## src/rtl/imhq_ram.sv

```systemverilog
// Generic single-write, single-read RAM with registered read data.
`timescale 1ns / 1ps
module imhq_ram #(
    parameter int WIDTH = 8,
    parameter int DEPTH = 16,
    localparam int AW   = (DEPTH > 1) ? $clog2(DEPTH) : 1
) (
    input  logic             aclk,
    input  logic             we,
    input  logic [AW-1:0]    waddr,
    input  logic [WIDTH-1:0] wdata,
    input  logic [AW-1:0]    raddr,
    output logic [WIDTH-1:0] rdata
);

    logic [WIDTH-1:0] mem [DEPTH];
    logic [WIDTH-1:0] rdata_reg;

    always_ff @(posedge aclk) begin
        if (we) begin
            mem[waddr] <= wdata;
        end
        rdata_reg <= mem[raddr];
    end

    assign rdata = rdata_reg;

endmodule

```

## config.mk

```make
export PLATFORM = sky130hd
export DESIGN_NAME = imhq_ram
export DESIGN_NICKNAME = d
export VERILOG_FILES = /design/src/rtl/imhq_ram.sv
export SDC_FILE = /design/constraint.sdc
export NUM_CORES = 1
export LEC_CHECK = 0
export ABC_AREA = 1
export BUFFER_PORTS_ARGS = -buffer_cell sky130_fd_sc_hd__buf_2
export CELL_PAD_IN_SITES_DETAIL_PLACEMENT = 0
export CELL_PAD_IN_SITES_GLOBAL_PLACEMENT = 1
export CORE_ASPECT_RATIO = 1.4
export CORE_UTILIZATION = 45
export CTS_CLUSTER_SIZE = 25
export DETAILED_ROUTE_END_ITERATION = 10
export PLACE_DENSITY = 0.77
export SYNTH_ARGS = -nofsm -noshare
export SYNTH_HDL_FRONTEND = slang
export SYNTH_SLANG_ARGS = --single-unit
```

## constraint.sdc

```tcl
create_clock -name aclk -period 1.4 [get_ports aclk]
set_clock_uncertainty 0.1 [all_clocks]
set_input_delay 0.14 -clock aclk [delete_from_list [all_inputs] [get_ports aclk]]
set_output_delay 0.14 -clock aclk [all_outputs]
set_load 0.01 [all_outputs]
```

==> qor.txt <==
Arrival time at the worst endpoint -> 1.33 ns
Layout cell share with drive strength beyond 1 -> 0.132
CTS tree -> built
CP Launch Type -> flip-flop
Max_cap viols -> 0
DR vias -> 3850
Register bit count reported by yosys -> 136
Final instance area -> 6820 um2
Largest net degree at the start of global routing -> 41
Total negative slack -> 0 ns
Die height -> 136 um
P_leak -> 0.00299 uW
Clk_lat worst skew -> 0.40 ns
Ant diodes -> 0
CTS Buf Count -> 17
CP max FO -> 1
Hold WC Path Type -> in -> reg
DPL Wire Length -> 8.48 mm
Drt first pass iters -> 10
Yosys warns -> 0
Starting Density -> 0.464
Post-Route WL -> 13.1 mm
Rel. slew slack -> 0.758
FP Rows -> 48
Longest Clk Path Bufs -> 2
Status -> finished, violations left
WS Path Type -> reg -> reg
Worst Hold Slack -> 0.0160 ns
I/O Pins -> 26
Gr ovfl total -> 0
Synth Cell Area -> 5770 um2
Maximum clock frequency -> 0.880 GHz
Cells after synthesis -> 551
Area taken by multi-input logic gates -> 1210 um2
Core area -> 12400 um2
DP Area -> 6190 um2
Die width -> 97.7 um
Post-CTS setup buffer count -> 0
Vias in the first global route -> 3871
Cts hold-fix bufs -> 0
Layout fillers -> 1036
CTS Root Cell -> clkbuf_16
Final setup viols -> 0
Drc violations -> 4
Min cycle time layout -> 1.14 ns
I/O Buffers -> 25
Wire length per cell -> 17.2 um
Required time of the critical path -> 1.60 ns
Initial antenna violation count -> 0
Pwr dens -> 1450 nW/um2
Avg Cell Area, Syn -> 10.5 um2
Final Cycle Share -> 0.811
Die area -> 13300 um2
Synth area leader -> edfxtp_1
RePlAce Congestion -> 0.803
Global-route wire length before repair -> 20.4 mm
Max H-tree Level -> 4
Commonest cells after routing, fill and taps aside -> 173 x nand2_1, 128 x edfxtp_1, 100 x inv_1
Area occupied by registers -> 4000 um2
Worst Setup End Kind -> flip-flop
Final nets -> 617
Max reg flops -> 128
CTS Sinks -> 136
Final hold viol count -> 0
GRT Overall Usage -> 0.212
Initial DRC count -> 243
Via density -> 5.05
Synth-to-Final Area Change -> 18.2%
Slew Limit Fails -> 0
Worst-path clk slew -> 0.06 ns
Failing checks -> DRC
Least-Margin Pin Slew -> 0.363 ns
Syn Nets -> 569
Number of gates resized after CTS -> 0
IR drop worst, VDD -> 787 uV
Unrepaired setup endpoints after global routing -> false
Finished Layout Cells -> 762
Largest cells by area after synthesis -> edfxtp_1 67%, nand2_1 11%, nand3_1 8.4%
Synth unique cells -> 12
Share of the synthesized area in the top cell type -> 0.667
Most common cell after layout, fill and taps aside -> nand2_1
Sequential area share after synthesis -> 0.694
Final ANT Viol Nets -> 0
Dpl cells -> 730
## worst paths after layout
path,endpoint,from,depth (start not counted),slack (ns)
setup / recovery,rdata[4],mem[5][4],6,0.26
hold / removal,rdata[0],raddr[3],3,0.02
hold reg to reg,rdata[0],mem[10][0],6,0.55
setup reg to reg,rdata[4],mem[5][4],6,0.26
## kinds of logic after synthesis
family | Yosys count | share of synthesized area
buffers and inverters | 126 | 0.0952
and+or+nand+nor | 289 | 0.210
DFF | 136 | 0.694
## critical path: stages (launching register included)
cell and delay [ns]:
edfxtp_1 0.36, inv_1 0.06, nand2_1 0.05, nand3_1 0.10
nand3_1 0.17, nand3_1 0.14, nand2_1 0.07
## cell usage after synthesis, drive strengths merged
library cell and count:
nand2 173, edfxtp 128, inv 102, nand3 97, buf 24, nor2 17, dfxtp 8, nand3b 2
## routing by layer
layer / global-route usage / wire (um)
met5: 0 / 0
met4: 0.136 / 559
met3: 0.0401 / 469
met2: 0.370 / 6800
met1: 0.240 / 5250
## power by group
group / switching (uW) / leakage (uW) / internal (uW)
registers: 26.7 / 0.00122 / 4550
logic: 396 / 0.00146 / 189
clock network: 1540 / 0.000307 / 3200
## layout make-up
| cell class | count | share of cell area |
|---|---|---|
| Clock inverter | 9 | 0.0253 |
| Clock buffer | 23 | 0.0672 |
| Multi-Input combinational cell | 289 | 0.178 |
| Tap cell | 150 | 0.0275 |
| Inverter | 102 | 0.0562 |
| Timing Repair Buffer | 53 | 0.0584 |
| Sequential cell | 136 | 0.587 |
## through the flow
step	total power, uW	util	setup slack (ns)
floorplan	4990	-	0.209
CTS	9970	0.548	0.233
finish	9900	0.548	0.264
global placement	5240	0.498	-0.0105
detailed placement	5250	0.498	-0.00732
global route	10200	0.548	0.208
(Power assumes the default switching activity.)
